[src/rtl/core/nmea_rmc_time_date_parser_assert.svh]
// ----------------------------------------------------------------------------
// NMEA RMC parser assertion macros
// Shared concurrent assertion forms, clocked on clk and disabled in reset.
// ----------------------------------------------------------------------------
`ifndef NMEA_RMC_TIME_DATE_PARSER_ASSERT_SVH
`define NMEA_RMC_TIME_DATE_PARSER_ASSERT_SVH

// Same-cycle implication.
`define NRMC_ASSERT_NOW(label, ante, cons, msg) \
  label: assert property (@(posedge clk) disable iff (rst) (ante) |-> (cons)) \
    else $error(msg);

// Next-cycle implication.
`define NRMC_ASSERT_NEXT(label, ante, cons, msg) \
  label: assert property (@(posedge clk) disable iff (rst) (ante) |=> (cons)) \
    else $error(msg);

`endif

[src/rtl/core/nrmc_pkg.sv]
// ----------------------------------------------------------------------------
// NMEA RMC parser package
// Item types, parse phase codes, character constants and the header table.
// ----------------------------------------------------------------------------
package nrmc_pkg;

  localparam int unsigned BUF_BYTES_DEF = 128;
  localparam logic [31:0] ARRIVAL_LIMIT_RESET = 32'd800000;

  localparam logic FUNC_BYTE = 1'b0;
  localparam logic FUNC_EOM  = 1'b1;

  localparam logic [2:0] PH_WAIT = 3'd0;
  localparam logic [2:0] PH_BODY = 3'd1;
  localparam logic [2:0] PH_HEX1 = 3'd2;
  localparam logic [2:0] PH_HEX2 = 3'd3;
  localparam logic [2:0] PH_DONE = 3'd4;
  localparam logic [2:0] PH_BAD  = 3'd5;

  localparam logic [7:0] CH_DOLLAR = 8'h24;
  localparam logic [7:0] CH_STAR   = 8'h2A;
  localparam logic [7:0] CH_COMMA  = 8'h2C;

  localparam logic [2:0] HDR_LEN    = 3'd6;
  localparam logic [4:0] COMMA_MAX  = 5'd31;
  localparam logic [4:0] COMMA_UTC  = 5'd1;
  localparam logic [4:0] COMMA_DATE = 5'd9;
  localparam logic [4:0] COMMA_UTC_END  = 5'd2;
  localparam logic [4:0] COMMA_DATE_END = 5'd10;
  localparam logic [7:0] DIGITS_MAX = 8'd6;
  localparam logic [7:0] FLEN_MAX   = 8'd255;

  typedef struct packed {
    logic        func;
    logic [7:0]  rx_byte;
    logic [31:0] arrival_time;
    logic [31:0] pps_elapsed;
  } in_item_t;

  typedef struct packed {
    logic        sentence_ok;
    logic        updated;
    logic [19:0] utc_hms;
    logic [19:0] utc_date;
    logic [31:0] utc_reference;
  } out_item_t;

  // "$GPRMC"
  function automatic logic [7:0] hdr_char(input logic [2:0] idx);
    logic [7:0] c;
    unique case (idx)
      3'd0:    c = 8'h24;
      3'd1:    c = 8'h47;
      3'd2:    c = 8'h50;
      3'd3:    c = 8'h52;
      3'd4:    c = 8'h4D;
      3'd5:    c = 8'h43;
      default: c = 8'h00;
    endcase
    return c;
  endfunction

  // Bit 4 set means the character is a valid hex digit.
  function automatic logic [4:0] hex_digit(input logic [7:0] c);
    logic [4:0] h;
    if (c >= 8'h30 && c <= 8'h39) begin
      h = {1'b1, c[3:0]};
    end else if ((c >= 8'h41 && c <= 8'h46) || (c >= 8'h61 && c <= 8'h66)) begin
      h = {1'b1, c[3:0] + 4'd9};
    end else begin
      h = 5'd0;
    end
    return h;
  endfunction

endpackage

[src/rtl/core/nmea_rmc_time_date_parser.sv]
// ----------------------------------------------------------------------------
// NMEA RMC time/date parser, top level
// Parses RMC sentences byte by byte and keeps the last accepted UTC and date.
// ----------------------------------------------------------------------------
// Feed the bytes of one sentence as items with func = 0, then one item with
// func = 1 to close it. Only the closing item gives a result: sentence_ok
// (leading '$', '*' inside the buffer, two hex digits matching the XOR of
// the bytes between '$' and '*'), updated (a "$GPRMC" sentence with at least
// ten commas, a UTC field of six or more characters, a date field of exactly
// six, and arrival_time below arrival_limit), and the stored UTC, date and
// PPS reference after this sentence. Bytes past BUF_BYTES are dropped.
// Throughput is one item per clock unless a closing item is held: each item
// passes through the input register and is folded into the sentence state on
// the way out. A byte item never waits in the input register; a closing item
// waits there only while the result register still holds an untaken result,
// and in_ready stays low meanwhile. With the result register free, a closing
// item moves from the input register into the result register, which raises
// out_valid. Write cfg_wdata with cfg_we only while no sentence is in flight.
module nmea_rmc_time_date_parser
  import nrmc_pkg::*;
#(
  parameter int unsigned BUF_BYTES = BUF_BYTES_DEF
) (
  input  logic        clk,
  input  logic        rst,
  input  logic        cfg_we,
  input  logic [31:0] cfg_wdata,
  input  logic        in_valid,
  output logic        in_ready,
  input  in_item_t    in_data,
  output logic        out_valid,
  input  logic        out_ready,
  output out_item_t   out_data
);

  logic      s1_valid;
  in_item_t  s1_data;
  logic      s1_move;
  logic      out_free;
  logic      out_load;
  out_item_t res;

  // Advance a byte at once; hold a closing item until the result slot frees.
  assign s1_move  = s1_valid && ((s1_data.func == FUNC_BYTE) || out_free);
  assign out_load = s1_move && (s1_data.func == FUNC_EOM);

  nrmc_in_reg u_in (
    .clk      (clk),
    .rst      (rst),
    .in_valid (in_valid),
    .in_ready (in_ready),
    .in_data  (in_data),
    .s1_move  (s1_move),
    .s1_valid (s1_valid),
    .s1_data  (s1_data)
  );

  nrmc_parse #(
    .BUF_BYTES (BUF_BYTES)
  ) u_parse (
    .clk       (clk),
    .rst       (rst),
    .cfg_we    (cfg_we),
    .cfg_wdata (cfg_wdata),
    .advance   (s1_move),
    .item      (s1_data),
    .result    (res)
  );

  nrmc_out_reg u_out (
    .clk       (clk),
    .rst       (rst),
    .load      (out_load),
    .res       (res),
    .free      (out_free),
    .out_valid (out_valid),
    .out_ready (out_ready),
    .out_data  (out_data)
  );

`include "nmea_rmc_time_date_parser_assert.svh"

  // Only a closing item may stall in the input register.
  `NRMC_ASSERT_NOW(a_stall_eom, s1_valid && !s1_move, s1_data.func == FUNC_EOM, "byte item stalled")
  // An update implies a good checksum.
  `NRMC_ASSERT_NOW(a_upd_ok, out_valid && out_data.updated, out_data.sentence_ok, "update without ok")
  // A loaded update carries the PPS value of its closing item.
  `NRMC_ASSERT_NEXT(a_ref_cap, out_load && res.updated, out_data.utc_reference == $past(s1_data.pps_elapsed), "reference not captured")
  // Loading a result always raises out_valid.
  `NRMC_ASSERT_NEXT(a_load_valid, out_load, out_valid, "result lost")

endmodule

[src/rtl/core/nrmc_in_reg.sv]
// ----------------------------------------------------------------------------
// NMEA RMC input register
// Holds one accepted item until the parse stage consumes it.
// ----------------------------------------------------------------------------
module nrmc_in_reg
  import nrmc_pkg::*;
(
  input  logic     clk,
  input  logic     rst,
  input  logic     in_valid,
  output logic     in_ready,
  input  in_item_t in_data,
  input  logic     s1_move,
  output logic     s1_valid,
  output in_item_t s1_data
);

  assign in_ready = !s1_valid || s1_move;

  always_ff @(posedge clk) begin
    if (rst) begin
      s1_valid <= 1'b0;
    end else if (in_ready) begin
      s1_valid <= in_valid;
    end
  end

  always_ff @(posedge clk) begin
    if (in_valid && in_ready) begin
      s1_data <= in_data;
    end
  end

endmodule

[src/rtl/core/nrmc_parse.sv]
// ----------------------------------------------------------------------------
// NMEA RMC sentence parser
// Per-byte framing, checksum and field conversion; end-of-message decision.
// ----------------------------------------------------------------------------
module nrmc_parse
  import nrmc_pkg::*;
#(
  parameter int unsigned BUF_BYTES = BUF_BYTES_DEF
) (
  input  logic        clk,
  input  logic        rst,
  input  logic        cfg_we,
  input  logic [31:0] cfg_wdata,
  input  logic        advance,
  input  in_item_t    item,
  output out_item_t   result
);

  localparam int unsigned POS_W = $clog2(BUF_BYTES + 1);
  localparam logic [POS_W-1:0] POS_END = POS_W'(BUF_BYTES);
  localparam logic [POS_W-1:0] POS_HDR = POS_W'(HDR_LEN);

  logic [31:0]      arrival_limit;
  logic [POS_W-1:0] byte_position, byte_position_next;
  logic [2:0]       parse_phase, parse_phase_next;
  logic [7:0]       running_xor, running_xor_next;
  logic [2:0]       header_matched, header_matched_next;
  logic [4:0]       comma_count, comma_count_next;
  logic [7:0]       field_length, field_length_next;
  logic [7:0]       utc_field_length, utc_field_length_next;
  logic [7:0]       date_field_length, date_field_length_next;
  logic [19:0]      utc_accumulator, utc_accumulator_next;
  logic [19:0]      date_accumulator, date_accumulator_next;
  logic [7:0]       received_checksum, received_checksum_next;
  logic             run_live, run_live_next;
  logic [19:0]      stored_utc, stored_utc_next;
  logic [19:0]      stored_date, stored_date_next;
  logic [31:0]      stored_reference, stored_reference_next;

  logic [7:0]  c;
  logic [4:0]  hx;
  logic [4:0]  cc_inc;
  logic        is_digit;
  logic [19:0] dval;
  logic        ok;
  logic        upd;

  assign c        = item.rx_byte;
  assign hx       = hex_digit(c);
  assign is_digit = (c >= 8'h30) && (c <= 8'h39);
  assign dval     = {16'd0, c[3:0]};
  assign cc_inc   = (comma_count < COMMA_MAX) ? comma_count + 5'd1 : comma_count;

  assign ok  = (parse_phase == PH_DONE);
  assign upd = ok && (header_matched == HDR_LEN) && (comma_count >= COMMA_DATE_END) &&
               (utc_field_length >= DIGITS_MAX) && (date_field_length == DIGITS_MAX) &&
               (item.arrival_time < arrival_limit);

  always_comb begin
    byte_position_next     = byte_position;
    parse_phase_next       = parse_phase;
    running_xor_next       = running_xor;
    header_matched_next    = header_matched;
    comma_count_next       = comma_count;
    field_length_next      = field_length;
    utc_field_length_next  = utc_field_length;
    date_field_length_next = date_field_length;
    utc_accumulator_next   = utc_accumulator;
    date_accumulator_next  = date_accumulator;
    received_checksum_next = received_checksum;
    run_live_next          = run_live;
    stored_utc_next        = stored_utc;
    stored_date_next       = stored_date;
    stored_reference_next  = stored_reference;

    if (item.func == FUNC_EOM) begin
      if (upd) begin
        stored_utc_next       = utc_accumulator;
        stored_date_next      = date_accumulator;
        stored_reference_next = item.pps_elapsed;
      end
      byte_position_next     = '0;
      parse_phase_next       = PH_WAIT;
      running_xor_next       = '0;
      header_matched_next    = '0;
      comma_count_next       = '0;
      field_length_next      = '0;
      utc_field_length_next  = '0;
      date_field_length_next = '0;
      utc_accumulator_next   = '0;
      date_accumulator_next  = '0;
      received_checksum_next = '0;
      run_live_next          = 1'b1;
    end else if (byte_position < POS_END) begin
      byte_position_next = byte_position + POS_W'(1);
      if ((byte_position < POS_HDR) && (c == hdr_char(byte_position[2:0])) &&
          (POS_W'(header_matched) == byte_position)) begin
        header_matched_next = header_matched + 3'd1;
      end
      unique case (parse_phase)
        PH_WAIT: begin
          parse_phase_next = (c == CH_DOLLAR) ? PH_BODY : PH_BAD;
        end
        PH_BODY: begin
          if (c == CH_STAR) begin
            parse_phase_next = PH_HEX1;
          end else begin
            running_xor_next = running_xor ^ c;
            if (c == CH_COMMA) begin
              comma_count_next = cc_inc;
              if (cc_inc == COMMA_UTC_END) utc_field_length_next = field_length;
              if (cc_inc == COMMA_DATE_END) date_field_length_next = field_length;
              field_length_next = '0;
              run_live_next     = 1'b1;
            end else begin
              if (((comma_count == COMMA_UTC) || (comma_count == COMMA_DATE)) &&
                  (field_length < DIGITS_MAX)) begin
                if (run_live && is_digit) begin
                  if (comma_count == COMMA_UTC) begin
                    utc_accumulator_next = (utc_accumulator << 3) +
                                           (utc_accumulator << 1) + dval;
                  end else begin
                    date_accumulator_next = (date_accumulator << 3) +
                                            (date_accumulator << 1) + dval;
                  end
                end else begin
                  run_live_next = 1'b0;
                end
              end
              if (field_length < FLEN_MAX) field_length_next = field_length + 8'd1;
            end
          end
        end
        PH_HEX1: begin
          if (!hx[4]) begin
            parse_phase_next = PH_BAD;
          end else begin
            received_checksum_next = {hx[3:0], 4'd0};
            parse_phase_next       = PH_HEX2;
          end
        end
        PH_HEX2: begin
          if (!hx[4]) begin
            parse_phase_next = PH_BAD;
          end else begin
            received_checksum_next = {received_checksum[7:4], hx[3:0]};
            parse_phase_next = ({received_checksum[7:4], hx[3:0]} == running_xor) ?
                               PH_DONE : PH_BAD;
          end
        end
        default: begin
        end
      endcase
    end
  end

  always_ff @(posedge clk) begin
    if (rst) begin
      arrival_limit <= ARRIVAL_LIMIT_RESET;
    end else if (cfg_we) begin
      arrival_limit <= cfg_wdata;
    end
  end

  always_ff @(posedge clk) begin
    if (rst) begin
      byte_position     <= '0;
      parse_phase       <= PH_WAIT;
      running_xor       <= '0;
      header_matched    <= '0;
      comma_count       <= '0;
      field_length      <= '0;
      utc_field_length  <= '0;
      date_field_length <= '0;
      utc_accumulator   <= '0;
      date_accumulator  <= '0;
      received_checksum <= '0;
      run_live          <= 1'b1;
      stored_utc        <= '0;
      stored_date       <= '0;
      stored_reference  <= '0;
    end else if (advance) begin
      byte_position     <= byte_position_next;
      parse_phase       <= parse_phase_next;
      running_xor       <= running_xor_next;
      header_matched    <= header_matched_next;
      comma_count       <= comma_count_next;
      field_length      <= field_length_next;
      utc_field_length  <= utc_field_length_next;
      date_field_length <= date_field_length_next;
      utc_accumulator   <= utc_accumulator_next;
      date_accumulator  <= date_accumulator_next;
      received_checksum <= received_checksum_next;
      run_live          <= run_live_next;
      stored_utc        <= stored_utc_next;
      stored_date       <= stored_date_next;
      stored_reference  <= stored_reference_next;
    end
  end

  assign result.sentence_ok   = ok;
  assign result.updated       = upd;
  assign result.utc_hms       = stored_utc_next;
  assign result.utc_date      = stored_date_next;
  assign result.utc_reference = stored_reference_next;

endmodule

[src/rtl/core/nrmc_out_reg.sv]
// ----------------------------------------------------------------------------
// NMEA RMC result register
// Holds one result item until the consumer takes it.
// ----------------------------------------------------------------------------
module nrmc_out_reg
  import nrmc_pkg::*;
(
  input  logic      clk,
  input  logic      rst,
  input  logic      load,
  input  out_item_t res,
  output logic      free,
  output logic      out_valid,
  input  logic      out_ready,
  output out_item_t out_data
);

  assign free = !out_valid || out_ready;

  always_ff @(posedge clk) begin
    if (rst) begin
      out_valid <= 1'b0;
    end else if (free) begin
      out_valid <= load;
    end
  end

  always_ff @(posedge clk) begin
    if (load) begin
      out_data <= res;
    end
  end

endmodule

[config.mk]
export PLATFORM = sky130hd
export DESIGN_NAME = nmea_rmc_time_date_parser
export DESIGN_NICKNAME = d
export VERILOG_FILES = /design/src/rtl/core/nrmc_pkg.sv /design/src/rtl/core/nmea_rmc_time_date_parser.sv /design/src/rtl/core/nrmc_in_reg.sv /design/src/rtl/core/nrmc_parse.sv /design/src/rtl/core/nrmc_out_reg.sv
export VERILOG_INCLUDE_DIRS = /design/src /design/src/rtl/core
export SDC_FILE = /design/constraint.sdc
export NUM_CORES = 1
export LEC_CHECK = 0
export BUFFER_PORTS_ARGS = -buffer_cell sky130_fd_sc_hd__buf_4
export CAP_MARGIN = 20
export CORE_ASPECT_RATIO = 0.6
export CORE_MARGIN = 8
export CORE_UTILIZATION = 40
export DETAILED_ROUTE_END_ITERATION = 7
export GPL_TIMING_DRIVEN = 1
export PLACE_DENSITY = 0.62
export SYNTH_ARGS = -nofsm -noshare
export SYNTH_HDL_FRONTEND = slang
export SYNTH_SLANG_ARGS = --single-unit
[constraint.sdc]
create_clock -name clk -period 8.59 [get_ports clk]
set_input_delay 0.4295 -clock clk [delete_from_list [all_inputs] [get_ports clk]]
set_output_delay 0.4295 -clock clk [all_outputs]
set_load 0.01 [all_outputs]
Yosys cells after proc, flatten, opt, wreduce, memory -nomap -nowiden

Index checks and enable logic that the tools add are counted.

$add $sub $neg: 9
Multipliers: 0
Div/mod/pow operators: 0
$lt $le $gt $ge: 14
Eq/ne operators: 27
Shifts and indexed selects: 0
Mux-type cells: 80
Bitwise operators: 2
Reductions and logical operators: 50

Operators with widths:

| operator              | number |
|---|---|
| $mux W20              | 20 |
| $mux W8               | 29 |
| $mux W32              | 2 |
| $pmux W7 S6           | 1 |
| $add A20 B20 Y20      | 2 |
| $add A20 B4 Y20       | 2 |
| $mux W5               | 8 |
| $lt A32 B32 Y1        | 1 |
| $mux W3               | 9 |
| $eq A8 B6 Y1 const B  | 3 |
| $reduce_bool A2 Y1    | 11 |
| $reduce_and A6 Y1     | 3 |
| $add A8 B1 Y8 const B | 2 |
| $eq A8 B8 Y1          | 2 |
| $ge A8 B7 Y1 const B  | 2 |
| $le A8 B7 Y1 const B  | 2 |
| $lt A8 B3 Y1 const B  | 2 |
| $lt A8 B8 Y1 const B  | 2 |
| $pmux W8 S2           | 1 |
| $reduce_and A8 Y1     | 2 |
| $logic_and A1 B1 Y1   | 15 |
| $reduce_and A5 Y1     | 3 |
| $eq A3 B2 Y1 const B  | 4 |
| $eq A3 B3 Y1 const B  | 4 |
| 29 further kinds      | 50 |

Register bits after elaboration: 349
Latch bits: 0
Bits in writable memories: 0
Memory bits (read-only): 0
Input port bits: 110
Output and inout bits: 76
Word-level logic and storage cells: 209
Memories: 0

Logic depth before layout (Yosys ltp)

Gate-level depths: netlist (run 1).

Depth in word-level cells: 11
Depth in mapped cells: 13

Modules after synthesis

From an unflattened synthesis (run 1), not the netlist that was laid out.

Cell total of the unflattened synthesis: 1,537
Area, all modules: 16,354.4 sq um

By module, submodules not included:

| module                    | times used | cells an instance | area an instance (sq um) | seq. area each (sq um) |
|---|---|---|---|---|
| nrmc_parse                | 1          | 1,378             | 11,820.1                 | 3,983.8 |
| nrmc_out_reg              | 1          | 78                | 2,268.4                  | 2,242.2 |
| nrmc_in_reg               | 1          | 78                | 2,247.2                  | 2,212.1 |
| nmea_rmc_time_date_parser | 1          | 3                 | 18.8                     | 0.0 |

Worst setup path before layout (run 1)

Ideal clock, no wire load.

Path type: input to register
Start: in out_ready
End: reg, netlist name u_in.s1_data[0]
Library setup time: 0.528 ns
Arrival: 4.187 ns
Data required time: 8.062 ns
Setup slack: 3.875 ns
Stages: 2
Buffers on the path: 0
Path through: and3b_1 > a21oi_1

Word-level cells in the longest chain between the ends: 5

RTL lines:

| what                | line                            | text |
|---|---|---|
| start, declared     | nmea_rmc_time_date_parser.sv:32 | `input logic out_ready,` |
| $logic_or A1 B1 Y1  | nrmc_out_reg.sv:18              | `assign free = !out_valid \|\| out_ready;` |
| $logic_or A1 B1 Y1  | nmea_rmc_time_date_parser.sv:44 | `assign s1_move = s1_valid && ((s1_data.func == FUNC_BYTE) \|\| out_free);` |
| $logic_and A1 B1 Y1 | nmea_rmc_time_date_parser.sv:44 |  |
| $logic_or A1 B1 Y1  | nrmc_in_reg.sv:18               | `assign in_ready = !s1_valid \|\| s1_move;` |
| $logic_and A1 B1 Y1 | nrmc_in_reg.sv:29               | `if (in_valid && in_ready) begin` |

No other way between the ends.
A chain may end at the register's enable or synchronous reset.

==> flow_metrics.env, run 1 <==
export IMPL_viasPerCell=5.38
export IMPL_start_util_pct=40.7
export IMPL_std_cell_rows=58
export IMPL_yosysTopAreaCell="sky130_fd_sc_hd__edfxtp_1"
export IMPL_layout_area_seq_um2=8440
export IMPL_cts_root_buf="sky130_fd_sc_hd__clkbuf_16"
export IMPL_synthDominantCellAreaShare_pct=25.8
export IMPL_synth_lib_cells_used_distinct=75
export IMPL_timing_worst_slew_pin_value_ns=1.03
export IMPL_max_clock_path_buffers=3
export IMPL_cts_tree="built"
export IMPL_run_status="finished clean"
export IMPL_area_of_the_multi_input_gates_um2=8050
export IMPL_yosys_warnings=0
export IMPL_vdd_ir_drop_worst_mv=0.100
export IMPL_drc_errors=0
export IMPL_place_port_buffers=185
export IMPL_timing_hold_worst_class="primary input to flip-flop"
export IMPL_power_leakage_uw=0.00855
export IMPL_finish_net_count=1898
export IMPL_grtUsageTotal_pct=16.1
export IMPL_drive_above_1_share_pct=25.2
export IMPL_dp_hpwl_mm=28.2
export IMPL_number_of_synthesized_register_bits=348
export IMPL_reg2reg_slack_ns=4.24
export IMPL_top_level_ports=186
export IMPL_detail_route_antenna_nets=0
export IMPL_slew_viol_final=0
export IMPL_period_utilization_post_route_pct=50.6
export IMPL_setup_viol=0
export IMPL_cts_sink_count=348
export IMPL_synth_cell_count_leaders="sky130_fd_sc_hd__dfxtp_1 (201), sky130_fd_sc_hd__edfxtp_1 (147), sky130_fd_sc_hd__nor2_1 (137)"
export IMPL_final_hold_viol_count=0
export IMPL_worstPathRequired_ns=8.88
export IMPL_first_pass_grt_wire_length_mm=66.6
export IMPL_number_of_global_route_vias_before_repair=12100
export IMPL_syn_instance_count=1511
export IMPL_grt_antenna_before_repair=2
export IMPL_final_min_clock_period_ns=4.35
export IMPL_ys_seq_area_share_pct=49.3
export IMPL_cts_resized=0
export IMPL_worstSetupPathType="flip-flop to flip-flop"
export IMPL_inserted_clock_buffers=38
export IMPL_worst_path_max_fanout=74
export IMPL_critical_path_endpoint_type="flip-flop"
export IMPL_synth_enable_flop_cells=147
export IMPL_routedWlPerCell_um=18.4
export IMPL_fillers=3831
export IMPL_layout_stage_area_growth_over_the_synthesis_result_pct=17.9
export IMPL_hold_slack_ns=0.0549
export IMPL_data_arrival_time_of_the_critical_path_ns=4.64
export IMPL_grt_setup_unrepaired="no"
export IMPL_fin_worst_skew_ns=0.0155
export IMPL_fmaxAchievable_mhz=230
export IMPL_drt_first_iter_violations=872
export IMPL_drt_pre_antenna_iters=5
export IMPL_startpoint_type="flip-flop"
export IMPL_worstSkewPairLatency_ns=0.55
export IMPL_grt_remaining_overflow=0
export IMPL_floorplan_die_area_um2=49900
export IMPL_netlist_area_um2=17100
export IMPL_clk_pin_slew_worst_paths_ns=0.06
export IMPL_sum_of_negative_setup_slack_ns=0
export IMPL_die_width_um=283
export IMPL_wirelength_mm=41.8
export IMPL_syn_num_nets=1742
export IMPL_coreArea_um2=42000
export IMPL_gp_congestion=0.864
export IMPL_routed_via_count=12200
export IMPL_yosys_cell_count_top_type="sky130_fd_sc_hd__dfxtp_1"
export IMPL_maxCapViolations=0
export IMPL_die_h_um=176
export IMPL_largest_net_degree_at_the_start_of_global_routing=89
export IMPL_cts_hold_buf=0
export IMPL_synth_area_per_cell_um2=11.3
export IMPL_power_density_nw_per_um2=179
export IMPL_clock_tree_htree_level_count=2
export IMPL_asyncSetResetFlopFracSynth_pct=0
export IMPL_netlist_top_cells_area="sky130_fd_sc_hd__edfxtp_1 (26%), sky130_fd_sc_hd__dfxtp_1 (24%), sky130_fd_sc_hd__ha_1 (8.6%), sky130_fd_sc_hd__mux2_4 (6.1%), sky130_fd_sc_hd__nor4b_1 (3.8%)"
export IMPL_max_slew_margin_pct=31.4
export IMPL_number_of_post_cts_setup_repair_buffers=0
export IMPL_postSynth_topFlopCell="sky130_fd_sc_hd__dfxtp_1"
==> layout by cell type (no fill, tap or decap), types with 10 or more instances in the layout <==
master and n:
sky130_fd_sc_hd__dfxtp_1 201, sky130_fd_sc_hd__buf_4 198, sky130_fd_sc_hd__edfxtp_1 147, sky130_fd_sc_hd__nor2_1 137, sky130_fd_sc_hd__ha_1 117, sky130_fd_sc_hd__nor4b_1 74
sky130_fd_sc_hd__a31o_2 72, sky130_fd_sc_hd__a21oi_1 71, sky130_fd_sc_hd__mux2_4 70, sky130_fd_sc_hd__nand2_1 69, sky130_fd_sc_hd__inv_1 60, sky130_fd_sc_hd__mux2i_1 46
sky130_fd_sc_hd__o21ai_0 42, sky130_fd_sc_hd__clkbuf_16 38, sky130_fd_sc_hd__xor2_1 29, sky130_fd_sc_hd__xnor2_1 28, sky130_fd_sc_hd__nand3_1 26, sky130_fd_sc_hd__a21o_1 24
sky130_fd_sc_hd__nor3_1 23, sky130_fd_sc_hd__nor2b_1 17, sky130_fd_sc_hd__a22oi_1 16, sky130_fd_sc_hd__nand2b_1 15, sky130_fd_sc_hd__nor4_1 12, sky130_fd_sc_hd__o211ai_1 10
==> routing by layer <==
layer  wire length [um]  GRT usage (%)  vias up
li1                   -              -     5912
met1              20600           23.1     5965
met2              18700           24.9      264
met3               1640           2.68       61
met4                897           4.80        0
met5                  0              0        -
==> sequential cells by signal, indices dropped and copies added (netlist names), 20 cells and up <==
register                  count
u_parse.stored_date          20
u_out.out_data               74
u_parse.stored_reference     32
u_parse.stored_utc           20
u_parse.utc_accumulator      20
u_parse.date_accumulator     20
u_parse.arrival_limit        32
u_in.s1_data                 73
==> cell families after synthesis <==
group,after synthesis,synth area share [%]
flip-flops,348,49.3
adder cells (fa/ha/maj),121,9.02
AND/OR/NAND/NOR,427,13.7
buffers and inverters,144,3.93
multiplexers,118,8.96
AO/OA/AOI/OAI,296,12.1
XOR/XNOR,57,2.92
==> cell type report <==
type | instances | area share, %
sequential | 348 | 41.8
multi-input combinational | 1019 | 39.9
timing repair buffer | 198 | 7.37
clock buffer | 48 | 5.25
tap | 570 | 3.54
inverter | 62 | 1.16
clock inverter | 20 | 0.899
antenna | 2 | 0.0248
==> stage by stage <==
stage / power [uW] / setup slack, ns / util, % / instances / instance area (um^2)
after global routing: 3750 / 3.94 / 48.0 / 2267 / 20200
after CTS: 3660 / 4.17 / 48.0 / 2265 / 20200
final: 3610 / 4.24 / 48.0 / 2267 / 20200
after global placement: 2010 / 4.25 / 45.0 / 2197 / 18900
after floorplan: 1930 / 3.87 / - / 1511 / 17100
after detailed placement: 2020 / 4.19 / 45.0 / 2197 / 18900
==> worst paths after layout <==
kind,start,to,cells after the start
min,in_data[8],u_in.s1_data[8],1
max reg2reg,u_in.s1_data[62],u_out.out_data[29],9
min reg2reg,u_parse.run_live,u_parse.run_live,1
max,u_in.s1_data[62],u_out.out_data[29],9
==> where the power goes <==
part	internal (uW)	leakage [uW]	switching [uW]
logic	83.2	0.00477	119
clock network	940	0.000608	688
registers	1760	0.00317	23.0
total	2780	0.00855	830
==> critical path: stages (launching register included) <==
cell and delay [ns]:
sky130_fd_sc_hd__edfxtp_1 0.37, sky130_fd_sc_hd__ha_1 0.30, sky130_fd_sc_hd__nand4_1 0.21, sky130_fd_sc_hd__nor2_1 0.31, sky130_fd_sc_hd__nand3_1 0.17, sky130_fd_sc_hd__o221ai_4 0.15, sky130_fd_sc_hd__buf_4 0.71, sky130_fd_sc_hd__or2_4 0.56
sky130_fd_sc_hd__buf_4 0.84, sky130_fd_sc_hd__mux2_2 0.42
No activity file was read; power rests on OpenSTA's default activity.
==> run 2, diff against run 1 <==
==> constraint.sdc (replaced) <==
create_clock -name clk -period 4.2 [get_ports clk]
set_input_delay 0.21 -clock clk [delete_from_list [all_inputs] [get_ports clk]]
set_output_delay 0.21 -clock clk [all_outputs]
set_load 0.01 [all_outputs]
==> run 2 against run 1 <==
  * Sequential power grew 100%
  * Count of clock-buffer cells in the layout increased by 3
  * Non-clock buffer count increased by 116
  * Fmax up 23%
  * Critical path type unchanged
==> flow_metrics.env, run 2 (synthesis results as in run 1) <==
export IMPL_run_status="finished clean"
export IMPL_clock_group_share_of_total_power_pct=44.2
export IMPL_inserted_clock_buffers=36
export IMPL_setup_viol=0
export IMPL_grt_setup_unrepaired="no"
export IMPL_final_hold_viol_count=0
export IMPL_grt_antenna_before_repair=2
export IMPL_worstSkewPairLatency_ns=0.54
export IMPL_fmaxAchievable_mhz=282
export IMPL_worst_r2r_startpoint="u_in.s1_data[36]"
export IMPL_number_of_global_route_vias_before_repair=12600
export IMPL_net_switching_power_uw=1670
export IMPL_crit_path_top_delay_cell="sky130_fd_sc_hd__a2111oi_0"
export IMPL_detail_route_antenna_nets=0
export IMPL_data_arrival_time_of_the_critical_path_ns=3.97
export IMPL_first_pass_grt_wire_length_mm=68.2
export IMPL_die_width_um=283
export IMPL_largest_reg_flops=74
export IMPL_grtUsageTotal_pct=16.5
export IMPL_cts_resized=0
export IMPL_max_slew_margin_pct=33.2
export IMPL_sw_frac_of_total_pct=22.5
export IMPL_hold_path_startpoint="out_ready"
export IMPL_grt_remaining_overflow=0
export IMPL_clock_tree_htree_level_count=2
export IMPL_cts_sink_count=348
export IMPL_critical_path_endpoint_type="flip-flop"
export IMPL_slew_viol_final=0
export IMPL_viasPerCell=5.27
export IMPL_critPathMaxStageDelay_ns=0.46
export IMPL_drt_first_iter_violations=867
export IMPL_place_port_buffers=185
export IMPL_dp_hpwl_mm=29.0
export IMPL_power_internal_uw=5760
export IMPL_top_register="u_out.out_data"
export IMPL_drt_pre_antenna_iters=5
export IMPL_maxCapViolations=0
export IMPL_startpoint_type="flip-flop"
export IMPL_std_cell_rows=58
export IMPL_cts_root_buf="sky130_fd_sc_hd__clkbuf_16"
export IMPL_finish_net_count=2012
export IMPL_reg2reg_depth=10
export IMPL_timing_hold_worst_class="primary input to flip-flop"
export IMPL_layout_stage_area_growth_over_the_synthesis_result_pct=24.5
export IMPL_worstSetupPathType="flip-flop to flip-flop"
export IMPL_floorplan_die_area_um2=49900
export IMPL_drc_errors=0
export IMPL_die_h_um=176
export IMPL_crit_chain="ha_1 -> a21o_1 -> a2111oi_0 -> o21ai_0 -> a21oi_1 -> o221ai_4 -> buf_4 -> nand2b_2 -> buf_4 -> a31o_2"
export IMPL_power_leakage_uw=0.00903
export IMPL_worstPathRequired_ns=4.62
export IMPL_start_util_pct=40.7
export IMPL_final_min_clock_period_ns=3.54
export IMPL_coreArea_um2=42000
export IMPL_reg2reg_slack_ns=0.66
export IMPL_sum_of_negative_setup_slack_ns=0
export IMPL_cts_tree="built"
export IMPL_power_density_nw_per_um2=349
export IMPL_reg2reg_to="u_parse.stored_date[15]"
export IMPL_fin_worst_skew_ns=0.0199
export IMPL_cp_common_cell="sky130_fd_sc_hd__buf_4"
export IMPL_most_common_layout_cells="sky130_fd_sc_hd__buf_4 (206), sky130_fd_sc_hd__dfxtp_1 (201), sky130_fd_sc_hd__edfxtp_1 (147)"
export IMPL_placed_cell_count=2206
export IMPL_drive_above_1_share_pct=23.7
export IMPL_period_utilization_post_route_pct=84.4
export IMPL_comb_power_share_pct=6.8
export IMPL_top_level_ports=186
export IMPL_clk_pin_slew_worst_paths_ns=0.06
export IMPL_vdd_ir_drop_worst_mv=0.224
export IMPL_max_clock_path_buffers=3
export IMPL_timing_hold_worst_path_depth=3
export IMPL_hold_path_end="u_out.out_valid"
export IMPL_routedWlPerCell_um=18.1
export IMPL_largestRegisters="u_out.out_data: 74 flops, u_in.s1_data: 73 flops"
export IMPL_gp_congestion=0.832
export IMPL_finalNonFillerCells=2381
export IMPL_timing_worst_slew_pin_value_ns=1.00
export IMPL_routed_via_count=12500
export IMPL_worst_path_max_fanout=73
export IMPL_largest_net_degree_at_the_start_of_global_routing=75
export IMPL_wirelength_mm=43.1
export IMPL_most_common_cell_after_layout_fill_and_taps_aside="sky130_fd_sc_hd__buf_4"
export IMPL_fillers=3667
export IMPL_power_share_sequential_pct=48.9
[run 2: worst max-delay path by stage]
stage                                        to              from  cells after the start  slack [ns]
floorplan           u_parse.utc_field_length[7]   u_out.out_valid                      7        0.81
global placement    u_parse.utc_accumulator[18]  u_in.s1_data[67]                      9        0.88
detailed placement      u_parse.stored_date[15]  u_in.s1_data[36]                     10        0.72
CTS                     u_parse.stored_date[15]  u_in.s1_data[36]                     10        0.70
global route            u_parse.stored_date[11]  u_in.s1_data[36]                     10        0.45
finish                  u_parse.stored_date[15]  u_in.s1_data[36]                     10        0.66
[run 2: what timing repair did]
action | 4_1_cts | 5_1_grt
buffers inserted | 0 | 0
hold buffers | 106 | 0
endpoints found under the hold margin | 106 | 0
[run 2: final cells by class]
cell class	count	area (um^2)	area share (%)
diodes	2	5.00	0.0235
clock buffers	51	997	4.68
clock inverters	15	210	0.987
inverters	62	234	1.10
multi-input cells	1019	8050	37.8
flip-flops and latches	348	8440	39.6
well taps	570	713	3.35
repair buffers	314	2660	12.5
[run 2: worst max-delay path: cells and delay by family, from the launching register on]
family / cells / cell delay (ns)
AOI/OAI and AO/OA: 6 / 1.63
adders and majority gates: 1 / 0.31
buffers and inverters: 2 / 0.67
DFF: 1 / 0.37
and+or+nand+nor: 1 / 0.33
[run 2: metal layers]
layer / up-vias / wire length (um) / global-route usage (%)
li1: 6150 / - / -
met1: 6081 / 21000 / 23.0
met2: 252 / 19500 / 26.4
met3: 63 / 1790 / 3.00
met4: 0 / 838 / 4.29
met5: - / 0 / 0
[run 2: stage by stage]
stage	total power [uW]	util, %	setup slack [ns]	hold slack (ns)	instance area, um^2
after floorplan	3940	-	0.805	0.309	17100
after global placement	4120	45.2	0.877	0.388	19000
after detailed placement	4130	45.2	0.717	0.389	19000
after CTS	7530	50.6	0.703	0.0706	21300
after global routing	7730	50.7	0.449	0.0852	21300
final	7430	50.7	0.655	0.0887	21300
[run 2: power by group through the flow]
stage	logic [uW]	clock network, uW	registers, uW
after detailed placement	422	0	3710
final	507	3290	3640
after global routing	555	3530	3640
after floorplan	238	0	3700
after global placement	415	0	3710
after CTS	504	3390	3640
